===== src/rtl/core/spq_pkg.sv =====
// Shared types and constants of the sorted priority queue.
package spq_pkg;

  localparam int unsigned REQ_W   = 2;
  localparam int unsigned TAG_W   = 16;
  localparam int unsigned TIME_W  = 16;
  localparam int unsigned COUNT_W = 7;
  localparam int unsigned TOTAL_W = 28;
  localparam int unsigned AVG_W   = 30;
  localparam int unsigned FRAC_W  = 8;

  localparam logic [REQ_W-1:0] REQ_ENQ = 2'd0;
  localparam logic [REQ_W-1:0] REQ_DEQ = 2'd1;
  localparam logic [REQ_W-1:0] REQ_QRY = 2'd2;

  typedef enum logic [1:0] {
    ST_OK    = 2'd0,
    ST_EMPTY = 2'd1,
    ST_FULL  = 2'd2
  } status_e;

  typedef struct packed {
    logic [REQ_W-1:0]  req_type;
    logic [TAG_W-1:0]  job_tag;
    logic [TIME_W-1:0] job_time;
  } spq_req_t;

  typedef struct packed {
    logic [1:0]         status;
    logic [TAG_W-1:0]   removed_tag;
    logic [TIME_W-1:0]  removed_time;
    logic [COUNT_W-1:0] entry_count;
    logic [TOTAL_W-1:0] total_completion;
    logic [AVG_W-1:0]   average_completion;
  } spq_rsp_t;

  typedef struct packed {
    logic [TAG_W-1:0]  job_tag;
    logic [TIME_W-1:0] job_time;
  } spq_entry_t;

endpackage


===== src/rtl/core/spq_ram.sv =====
// Generic single-write, single-read RAM with registered read data.
module spq_ram #(
  parameter int unsigned WIDTH = 32,
  parameter int unsigned DEPTH = 64
) (
  input  logic                     clk_i,
  input  logic                     we_i,
  input  logic [$clog2(DEPTH)-1:0] waddr_i,
  input  logic [WIDTH-1:0]         wdata_i,
  input  logic [$clog2(DEPTH)-1:0] raddr_i,
  output logic [WIDTH-1:0]         rdata_o
);

  logic [WIDTH-1:0] mem_q [DEPTH];
  logic [WIDTH-1:0] rdata_q;

  always_ff @(posedge clk_i) begin
    if (we_i) begin
      mem_q[waddr_i] <= wdata_i;
    end
    rdata_q <= mem_q[raddr_i];
  end

  assign rdata_o = rdata_q;

endmodule


===== src/rtl/core/sorted_priority_queue_avg_time.sv =====
// Sorted priority queue (ascending time, equal times in arrival order) with
// completion-time statistics. One request is worked at a time through a single
// RAM port pair, each touched entry taking a read and then a compare/write:
// an enqueue shifts the entries behind the new job toward the rear, a dequeue
// moves every entry one place toward the head, and a query sums the completion
// times and then runs a bit-serial divide by the entry count. A full or empty
// case and an unknown request go straight to the response. The result sits in
// an output register, so the next request is taken while it waits.
module sorted_priority_queue_avg_time #(
  parameter int unsigned DEPTH = 64
) (
  input  logic              clk_i,
  input  logic              rst_ni,
  input  logic              in_valid_i,
  output logic              in_ready_o,
  input  spq_pkg::spq_req_t in_data_i,
  output logic              out_valid_o,
  input  logic              out_ready_i,
  output spq_pkg::spq_rsp_t out_data_o
);
  import spq_pkg::*;

  localparam int unsigned AW     = $clog2(DEPTH);
  localparam int unsigned CW     = $clog2(DEPTH + 1);
  localparam int unsigned PREF_W = TIME_W + CW;
  localparam int unsigned SUM_W  = TIME_W + 2 * CW;
  localparam int unsigned DIV_W  = SUM_W + FRAC_W;
  localparam int unsigned DCW    = $clog2(DIV_W + 1);
  localparam int unsigned ENT_W  = $bits(spq_entry_t);

  typedef enum logic [9:0] {
    S_IDLE    = 10'b00_0000_0001,
    S_ENQ_RD  = 10'b00_0000_0010,
    S_ENQ_CMP = 10'b00_0000_0100,
    S_DEQ_RD  = 10'b00_0000_1000,
    S_DEQ_WR  = 10'b00_0001_0000,
    S_QRY_RD  = 10'b00_0010_0000,
    S_QRY_ACC = 10'b00_0100_0000,
    S_QRY_FIN = 10'b00_1000_0000,
    S_DIV     = 10'b01_0000_0000,
    S_RESP    = 10'b10_0000_0000
  } state_e;

  state_e           state_q, state_d;
  logic [CW-1:0]    count_q, count_d;
  logic             out_valid_q, out_valid_d;
  spq_rsp_t         out_q, out_d;

  spq_req_t         req_q, req_d;
  logic [CW-1:0]    k_q, k_d;
  status_e          status_q, status_d;
  logic [TAG_W-1:0] rtag_q, rtag_d;
  logic [TIME_W-1:0] rtime_q, rtime_d;
  logic [PREF_W-1:0] prefix_q, prefix_d;
  logic [SUM_W-1:0] sum_q, sum_d;
  logic [DIV_W-1:0] quot_q, quot_d;
  logic [CW-1:0]    rem_q, rem_d;
  logic [DCW-1:0]   div_cnt_q, div_cnt_d;

  logic             ram_we;
  logic [AW-1:0]    ram_waddr;
  spq_entry_t       ram_wdata;
  logic [AW-1:0]    ram_raddr;
  logic [ENT_W-1:0] ram_rdata;
  spq_entry_t       rd_entry;

  logic [CW-1:0]    k_inc;
  logic [CW-1:0]    k_dec;
  logic [CW:0]      trial;
  logic [SUM_W-1:0] sum_fin;
  logic             in_fire;
  spq_entry_t       new_entry;

  spq_ram #(
    .WIDTH(ENT_W),
    .DEPTH(DEPTH)
  ) u_spq_ram (
    .clk_i  (clk_i),
    .we_i   (ram_we),
    .waddr_i(ram_waddr),
    .wdata_i(ram_wdata),
    .raddr_i(ram_raddr),
    .rdata_o(ram_rdata)
  );

  assign rd_entry   = spq_entry_t'(ram_rdata);
  assign k_inc      = k_q + 1'b1;
  assign k_dec      = k_q - 1'b1;
  assign trial      = {rem_q, quot_q[DIV_W-1]};
  assign sum_fin    = sum_q + SUM_W'(prefix_q);
  assign in_ready_o = (state_q == S_IDLE);
  assign in_fire    = in_valid_i && in_ready_o;
  assign new_entry  = '{job_tag: req_q.job_tag, job_time: req_q.job_time};

  always_comb begin
    state_d     = state_q;
    count_d     = count_q;
    req_d       = req_q;
    k_d         = k_q;
    status_d    = status_q;
    rtag_d      = rtag_q;
    rtime_d     = rtime_q;
    prefix_d    = prefix_q;
    sum_d       = sum_q;
    quot_d      = quot_q;
    rem_d       = rem_q;
    div_cnt_d   = div_cnt_q;
    ram_we      = 1'b0;
    ram_waddr   = k_q[AW-1:0];
    ram_wdata   = rd_entry;
    ram_raddr   = k_q[AW-1:0];
    out_valid_d = out_valid_q && !out_ready_i;
    out_d       = out_q;

    case (state_q)
      S_IDLE: begin
        if (in_fire) begin
          req_d    = in_data_i;
          status_d = ST_OK;
          rtag_d   = '0;
          rtime_d  = '0;
          prefix_d = '0;
          sum_d    = '0;
          quot_d   = '0;
          case (in_data_i.req_type)
            REQ_ENQ: begin
              k_d = count_q;
              if (count_q == CW'(DEPTH)) begin
                status_d = ST_FULL;
                state_d  = S_RESP;
              end else begin
                state_d = S_ENQ_RD;
              end
            end
            REQ_DEQ: begin
              k_d = '0;
              if (count_q == '0) begin
                status_d = ST_EMPTY;
                state_d  = S_RESP;
              end else begin
                state_d = S_DEQ_RD;
              end
            end
            REQ_QRY: begin
              k_d = '0;
              if (count_q == '0) begin
                status_d = ST_EMPTY;
                state_d  = S_RESP;
              end else begin
                state_d = S_QRY_RD;
              end
            end
            default: begin
              state_d = S_RESP;
            end
          endcase
        end
      end

      S_ENQ_RD: begin
        if (k_q == '0) begin
          ram_we    = 1'b1;
          ram_wdata = new_entry;
          count_d   = count_q + 1'b1;
          state_d   = S_RESP;
        end else begin
          ram_raddr = k_dec[AW-1:0];
          state_d   = S_ENQ_CMP;
        end
      end

      S_ENQ_CMP: begin
        ram_we = 1'b1;
        if (rd_entry.job_time > req_q.job_time) begin
          // move the larger entry one place toward the rear
          ram_wdata = rd_entry;
          k_d       = k_dec;
          state_d   = S_ENQ_RD;
        end else begin
          ram_wdata = new_entry;
          count_d   = count_q + 1'b1;
          state_d   = S_RESP;
        end
      end

      S_DEQ_RD: begin
        state_d = S_DEQ_WR;
      end

      S_DEQ_WR: begin
        if (k_q == '0) begin
          rtag_d  = rd_entry.job_tag;
          rtime_d = rd_entry.job_time;
        end else begin
          ram_we    = 1'b1;
          ram_waddr = k_dec[AW-1:0];
          ram_wdata = rd_entry;
        end
        k_d = k_inc;
        if (k_inc == count_q) begin
          count_d = count_q - 1'b1;
          state_d = S_RESP;
        end else begin
          state_d = S_DEQ_RD;
        end
      end

      S_QRY_RD: begin
        state_d = S_QRY_ACC;
      end

      S_QRY_ACC: begin
        // sum takes the previous prefix; the last prefix is added at the end
        prefix_d = prefix_q + PREF_W'(rd_entry.job_time);
        sum_d    = sum_q + SUM_W'(prefix_q);
        k_d      = k_inc;
        if (k_inc == count_q) begin
          state_d = S_QRY_FIN;
        end else begin
          state_d = S_QRY_RD;
        end
      end

      S_QRY_FIN: begin
        sum_d     = sum_fin;
        quot_d    = {sum_fin, {FRAC_W{1'b0}}};
        rem_d     = '0;
        div_cnt_d = DCW'(DIV_W);
        state_d   = S_DIV;
      end

      S_DIV: begin
        // restoring division, one quotient bit per cycle
        if (trial >= {1'b0, count_q}) begin
          rem_d  = CW'(trial - {1'b0, count_q});
          quot_d = {quot_q[DIV_W-2:0], 1'b1};
        end else begin
          rem_d  = trial[CW-1:0];
          quot_d = {quot_q[DIV_W-2:0], 1'b0};
        end
        div_cnt_d = div_cnt_q - 1'b1;
        if (div_cnt_q == DCW'(1)) begin
          state_d = S_RESP;
        end
      end

      S_RESP: begin
        if (!out_valid_q || out_ready_i) begin
          out_valid_d                  = 1'b1;
          out_d.status                 = status_q;
          out_d.removed_tag            = rtag_q;
          out_d.removed_time           = rtime_q;
          out_d.entry_count            = COUNT_W'(count_q);
          out_d.total_completion       = TOTAL_W'(sum_q);
          out_d.average_completion     = AVG_W'(quot_q);
          state_d                      = S_IDLE;
        end
      end

      default: begin
        state_d = S_IDLE;
      end
    endcase
  end

  always_ff @(posedge clk_i or negedge rst_ni) begin
    if (!rst_ni) begin
      state_q     <= S_IDLE;
      count_q     <= '0;
      out_valid_q <= 1'b0;
    end else begin
      state_q     <= state_d;
      count_q     <= count_d;
      out_valid_q <= out_valid_d;
    end
  end

  always_ff @(posedge clk_i) begin
    out_q     <= out_d;
    req_q     <= req_d;
    k_q       <= k_d;
    status_q  <= status_d;
    rtag_q    <= rtag_d;
    rtime_q   <= rtime_d;
    prefix_q  <= prefix_d;
    sum_q     <= sum_d;
    quot_q    <= quot_d;
    rem_q     <= rem_d;
    div_cnt_q <= div_cnt_d;
  end

  assign out_valid_o = out_valid_q;
  assign out_data_o  = out_q;

endmodule


===== config.mk =====
export PLATFORM = sky130hd
export DESIGN_NAME = sorted_priority_queue_avg_time
export DESIGN_NICKNAME = d
export VERILOG_FILES = /design/src/rtl/core/spq_pkg.sv /design/src/rtl/core/spq_ram.sv /design/src/rtl/core/sorted_priority_queue_avg_time.sv
export SDC_FILE = /design/constraint.sdc
export NUM_CORES = 2
export LEC_CHECK = 0
export ABC_AREA = 1
export BUFFER_PORTS_ARGS = -buffer_cell sky130_fd_sc_hd__buf_2
export CORE_MARGIN = 10
export CORE_UTILIZATION = 45
export CTS_BUF_LIST = sky130_fd_sc_hd__clkbuf_4 sky130_fd_sc_hd__clkbuf_8
export DETAILED_ROUTE_END_ITERATION = 8
export PLACE_DENSITY = 0.65
export SYNTH_ARGS = -nofsm -noshare
export SYNTH_HDL_FRONTEND = slang
export SYNTH_SLANG_ARGS = --single-unit

===== constraint.sdc =====
create_clock -name clk_i -period 6.61 [get_ports clk_i]
set_clock_uncertainty 0.2 [all_clocks]
set_input_delay 0.661 -clock clk_i [delete_from_list [all_inputs] [get_ports clk_i]]
set_output_delay 0.661 -clock clk_i [all_outputs]
set_load 0.05 [all_outputs]

; Word level (Yosys, flattened, before mapping)
; Memories as Yosys holds them, arrays and structs flattened. A register that Yosys moved wholly into a read port is not among the register bits.
; Index checks and enable logic that the tools add are counted.
[word_totals]
elab_cells = 133
ram_bits = 2048
mem_bits_ro = 0
output_inout_bits = 101
latch_bits = 0
n_memories = 1
register_bits = 294
in_bits = 38
[classes]
div_mod_pow = 0
bitwise = 0
addsub = 8
order_cmp = 2
multipliers = 0
reduce_logical = 27
n_mux = 51
n_shift = 0
eq_ne = 24
[memory_table]
columns = name, words, width, rd, rd_clocked_by_memory_dff, wr, line
row1 = u_spq_ram.mem_q, 64, 32, 1, 1, 1, spq_ram.sv:14  ; logic [WIDTH-1:0] mem_q [DEPTH];
[op_table]
columns = op, n
row1 = case mux 38 bit (3 select lines), 1
row2 = case mux 10 bit (10 select lines), 1
row3 = 2-to-1 mux 10 bit, 9
row4 = 2-to-1 mux 32 bit, 2
row5 = case mux 16 bit (2 select lines), 2
row6 = case mux 32 bit (2 select lines), 1
row7 = case mux 30 bit (2 select lines), 1
row8 = 2-to-1 mux 16 bit, 3
row9 = case mux 23 bit (2 select lines), 1
row10 = 2-to-1 mux 7 bit, 6
row11 = case mux 7 bit (3 select lines), 2
row12 = 2-to-1 mux 38 bit, 1
row13 = adder 30 x 23 -> 30 bit, 1
row14 = 2-to-1 mux 30 bit, 1
row15 = case mux 10 bit (3 select lines), 1
row16 = case mux 7 bit (2 select lines), 2
row17 = adder 23 x 16 -> 23 bit, 1
row18 = 2-to-1 mux 23 bit, 1
row19 = 2-to-1 mux 6 bit, 3
row20 = > comparator 16 bit, 1
row21 = adder 7 x 1 -> 7 bit (second input constant), 2
row22 = logical NOT 7 bit, 2
row23 = != test 2 bit (second input constant), 7
row24 = subtractor 7 x 1 -> 7 bit (second input constant), 2
row25 = other kinds (36), 58

; Longest topological paths before layout
[logic_depth]
depth_word = 5
mapped_depth = 19
depth_no_buf = 17

; Modules after synthesis
; From an unflattened synthesis, not the netlist that was laid out.
[unflattened]
hier_cells = 8333
area_unflattened_um2 = 98348.1
[by_module_without_submodules]
columns = module, n_inst, seq_area_each_um2, cells_per_inst, area_per_inst_um2
row1 = spq_ram, 1, 62139.6, 6769, 82738.1
row2 = sorted_priority_queue_avg_time, 1, 8739.6, 1564, 15610.0

; Worst setup path before layout
; Ideal clock, no wire load.
[synth_path]
path_type = register to register
from = register state_q[3]
to = register out_q (netlist bit out_data_o[0]) (enable)
setup_ns = 0.557
arrival_ns = 5.271
path_stages_with_launch = 8
required_ns = 5.853
path_slack_ns = 0.582
n_path_buf = 0
period_less_slack_ns = 6.028
cell_sequence = dfrtp_1 > nor2_1 > inv_1 > nor2_1 > inv_1 > nor2_1 > nand3_1 > nor2_1
[synth_via]
elab_chain_len = 2
[synth_lines]
columns = element, line
row1 = start: declaration, sorted_priority_queue_avg_time.sv:44  ; state_e state_q, state_d;
row2 = start signal: assignment, sorted_priority_queue_avg_time.sv:272  ; state_q <= state_d;
row3 = equality test 10 bit, sorted_priority_queue_avg_time.sv:115  ; case (state_q)
row4 = AND reduction 2 bit (no source line), n/a
row5 = end signal: assignment, sorted_priority_queue_avg_time.sv:279  ; out_q <= out_d;
row6 = end: declaration, sorted_priority_queue_avg_time.sv:47  ; spq_rsp_t out_q, out_d;
; No other way between the ends.
; A chain may end at the register's enable or synchronous reset.

; Worst setup path after layout
[layout_path]
from = register state_q[3]
to = memory u_spq_ram.mem_q[13][28] (enable)
[layout_via]
elab_chain_len = 4
elab_cells_between_ends = 7
cone_classes = 3 x eq/ne / 4 x mux
[layout_lines]
columns = element, line
row1 = equality test 10 x 5 -> 1 bit (tied with other cells), sorted_priority_queue_avg_time.sv:115
row2 = case mux 1 bit (3 select lines), sorted_priority_queue_avg_time.sv:115
row3 = 2-to-1 mux 1 bit, spq_ram.sv:18  ; if (we_i) begin
row4 = 2-to-1 mux 1 bit (implied by the code), spq_ram.sv:19  ; mem_q[waddr_i] <= wdata_i;
row5 = end: declaration, spq_ram.sv:14
; Several ways; a longest one is shown, not always the timed one.

==> results.md <==
* Port buffer count at about 140
* Post-DP Area at between 0.1 and 0.15 mm2
* Final setup fails at 0
* CTS tree: done
* Drt total wl at between 300 and 400 mm
* Critical Path RT at 7.17 ns
* CTS Buf Count at between 300 and 400
* #FFs+latches synth at around 2.4k
* Post-CTS sizing at 0
* Largest net degree at the start of global routing at between 150 and 200
* Final net count at slightly above 10k
* Status: complete, no violations
* Post-synth top cells: 2324 x edfxtp_1, 2215 x nand3_1, 1886 x nand2_1, 1761 x inv_1, 406 x buf_2
* Top-count cell post-synth: edfxtp_1
* Crit Path Class: register to register
* Final Cell Area at 0.1178 mm2
* Hold Path Class: primary input to register
* Total GRT Usage at between 20% and 30%
* Async SR Flop Fraction at less than 1%
* Initial antenna violation count at 10
* Max_slew headroom at a little over a quarter
* Clock sinks at between 2k and 2.5k
* TNS Setup at 0 ns
* Slew Viols, Final at 0
* Critical Path Sink Type: register
* Leakage power at between 40 and 50 nW
* Yosys warns at 0
* CORE AREA at between 0.2 and 0.25 mm2
* RSZ-0062 raised after global routing: no
* Largest cells by area after synthesis: edfxtp_1 66%, nand3_1 11%, nand2_1 6.7%
* Top cell type by total area after synthesis: edfxtp_1
* Vias in the first global route at approximately 71k
* Hpwl dp at about 170 mm
* Util after Layout at around half
* F_max at 186.6 MHz
* Std cell rows at between 150 and 200
* Die Y at 503.0 um
* Worst EP arrival at a little under 6 ns
* Place WS at between 1.5 and 2 ns
* Power per standard cell area at around 370 mW/mm2
* CTS root buf: clkbuf_8
* Cell variety after synth at 48
* 1st-iter DRT viols at ~8.9k
* Post-Syn Area at 0.1050 mm2
* Synth Instances at between 9k and 10k
* Overall Power at approximately 43 mW
* Cell mode on critical path: nor2_1
* Syn Area/Cell at approximately 11 um2
* Antenna viol nets, final at 0
* Die X-Extent at 503.0 um
* Critical-path maximum fanout at 37
* Crit path max-delay cell type: nor2_4
* Seq/Total Area, Yosys at 67.52%
* Drt wl/cell at about 23 um
* Placer congestion estimate at between 0.9 and 1
* Max incr delay on CP at 0.98 ns
* Overflow after GRT at 0
* Clock period minus worst slack at 5.360 ns
* Setup ws final at 1.250 ns
* Layout cells sized above 1 at 10.39%
* Worst path cell trace: nor2_1, inv_1, nor2_1, inv_1, nor2_1, buf_4, inv_2, nor2_1, inv_1, o22ai_2, nand2_1, nor2_4, buf_4
* # IOs at around 140
* Layout area overhead at 12.27%
* Final Hold Viols at 0
* Top_reg_cell synth: edfxtp_1
* Period utilisation layout at about four fifths
* Die ar. at between 0.2 and 0.3 mm2
* Area share of the largest cell type after synthesis at 66.48%
* Residual DRC count at 0
* Clk Latency, worst-skew pair at 1.09 ns
* Via count at around 74k
* Initial core utilization at approximately 45%
* Worst-Margin Slew at between 1 and 1.5 ns
* EDFF count, synth at 2324
* Max Cap Viol at 0
* Mapped Nets at between 9k and 10k
* First-pass GRT wire length at roughly 460 mm
* Max clock buf depth at 4
* Clk slew on worst S/H paths at 0.06 ns
* 1st-pass router iterations at 6
* Filler instances at approximately 20k
* Startpoint types: register
* DR vias/cell at roughly 5.5
* Maximum vdd drop at 0.0003009 V
* CTS HTree Levels at 5
[logic make-up after synthesis]
logic type,share of synthesized area (%)
AO/OA/AOI/OAI,1.479
adder cells (fa/ha/maj),0.9703
buffers and inverters,8.784
XOR/XNOR,0.3838
AND/OR/NAND/NOR,20.86
flip-flops,67.52
[per-stage QoR]
stage                     hold WS, ns  std cells
final                          0.1092      13390
after global routing          0.09408      13390
after CTS                     0.02640      13380
after detailed placement       0.2045      12660
after global placement         0.2049      12660
after floorplan                0.1654       9811
[what timing repair did]
action	4_1_cts	5_1_grt
hold buffers	41	0
setup buffers	0	0
setup endpoints to repair	0	0
endpoints found under the hold margin	59	0
[area by class of cell]
class                           count  area, um2  share of cell area [%]
Antenna cell                        6      15.01                 0.01274
Clock buffer                      532       6528                   5.539
Clock inverter                    154      937.1                  0.7952
Inverter                         1769       6660                   5.652
Multi-Input combinational cell   5136      25850                   21.93
Sequential cell                  2374      70880                   60.15
Tap cell                         3043       3807                   3.231
Timing Repair Buffer              375       3173                   2.693
[flip-flops by register name, summed over array words and instances (netlist names)]
name               count
div_cnt_q              6
u_spq_ram.rdata_o     32
state_q               10
count_q                7
status_q               2
prefix_q              23
new_entry             32
rtag_q                16
out_valid_o            1
k_q                    7
u_spq_ram.mem_q     2048
rem_q                  7
out_data_o            99
quot_q                38
sum_q                 30
rtime_q               16
[layout by cell type (no fill, tap or decap), types with 10 or more instances in the layout]
master         Yosys  layout
edfxtp_1        2324    2324
nand3_1         2215    2215
nand2_1         1886    1881
inv_1           1761    1759
clkbuf_8           0     405
nand3b_1         321     321
nor2_1           244     177
buf_4             18     148
buf_2            406     138
clkbuf_4           0     127
o21ai_0          129      97
a21oi_1           98      97
clkinv_1           0      88
ha_1              75      75
nor2_4             2      69
clkinv_2           0      48
buf_12             0      48
dlygate4sd3_1      0      41
o21ai_4            0      34
dfxtp_1           32      32
xor2_1            25      25
xnor2_1           21      21
nand4_1           20      20
dfrtp_1           17      17
nor3_1            16      16
o21a_1            11      11
bufinv_16          0      10
[final timing paths]
kind	slack [ns]	start	depth (start not counted)	endpoint
worst max-delay path	1.25	state_q[3]	13	u_spq_ram.mem_q[13][28]
worst min-delay path	0.11	in_data_i[26]	2	new_entry[26]
worst max register to register	1.25	state_q[3]	13	u_spq_ram.mem_q[13][28]
worst min register to register	0.21	rtime_q[0]	0	out_data_o[65]
max in group asynchronous	4.49	rst_ni	4	state_q[4]
min in group asynchronous	0.43	rst_ni	3	state_q[0]
[routing by layer]
metal  global-route usage, %  vias to the layer above  wire length [um]
li1                        -                    33360                 -
met1                   31.09                    35290            120500
met2                   38.33                     4193            143300
met3                   5.438                      717             33180
met4                   9.590                        2             11950
met5                       0                        -                13
[worst max-delay path, delay by kind of cell (launching register included)]
kind | cells | cell delay [ns]
flip-flops | 1 | 0.41
AND/OR/NAND/NOR | 6 | 2.68
AO/OA/AOI/OAI | 1 | 0.42
buffers and inverters | 6 | 1.29
[where the power goes]
group / internal (mW) / switching, mW
combinational: 2.49 / 8.47
sequential: 19.3 / 0.467
clock: 6.76 / 5.82
No activity file was read; power rests on OpenSTA's default activity.
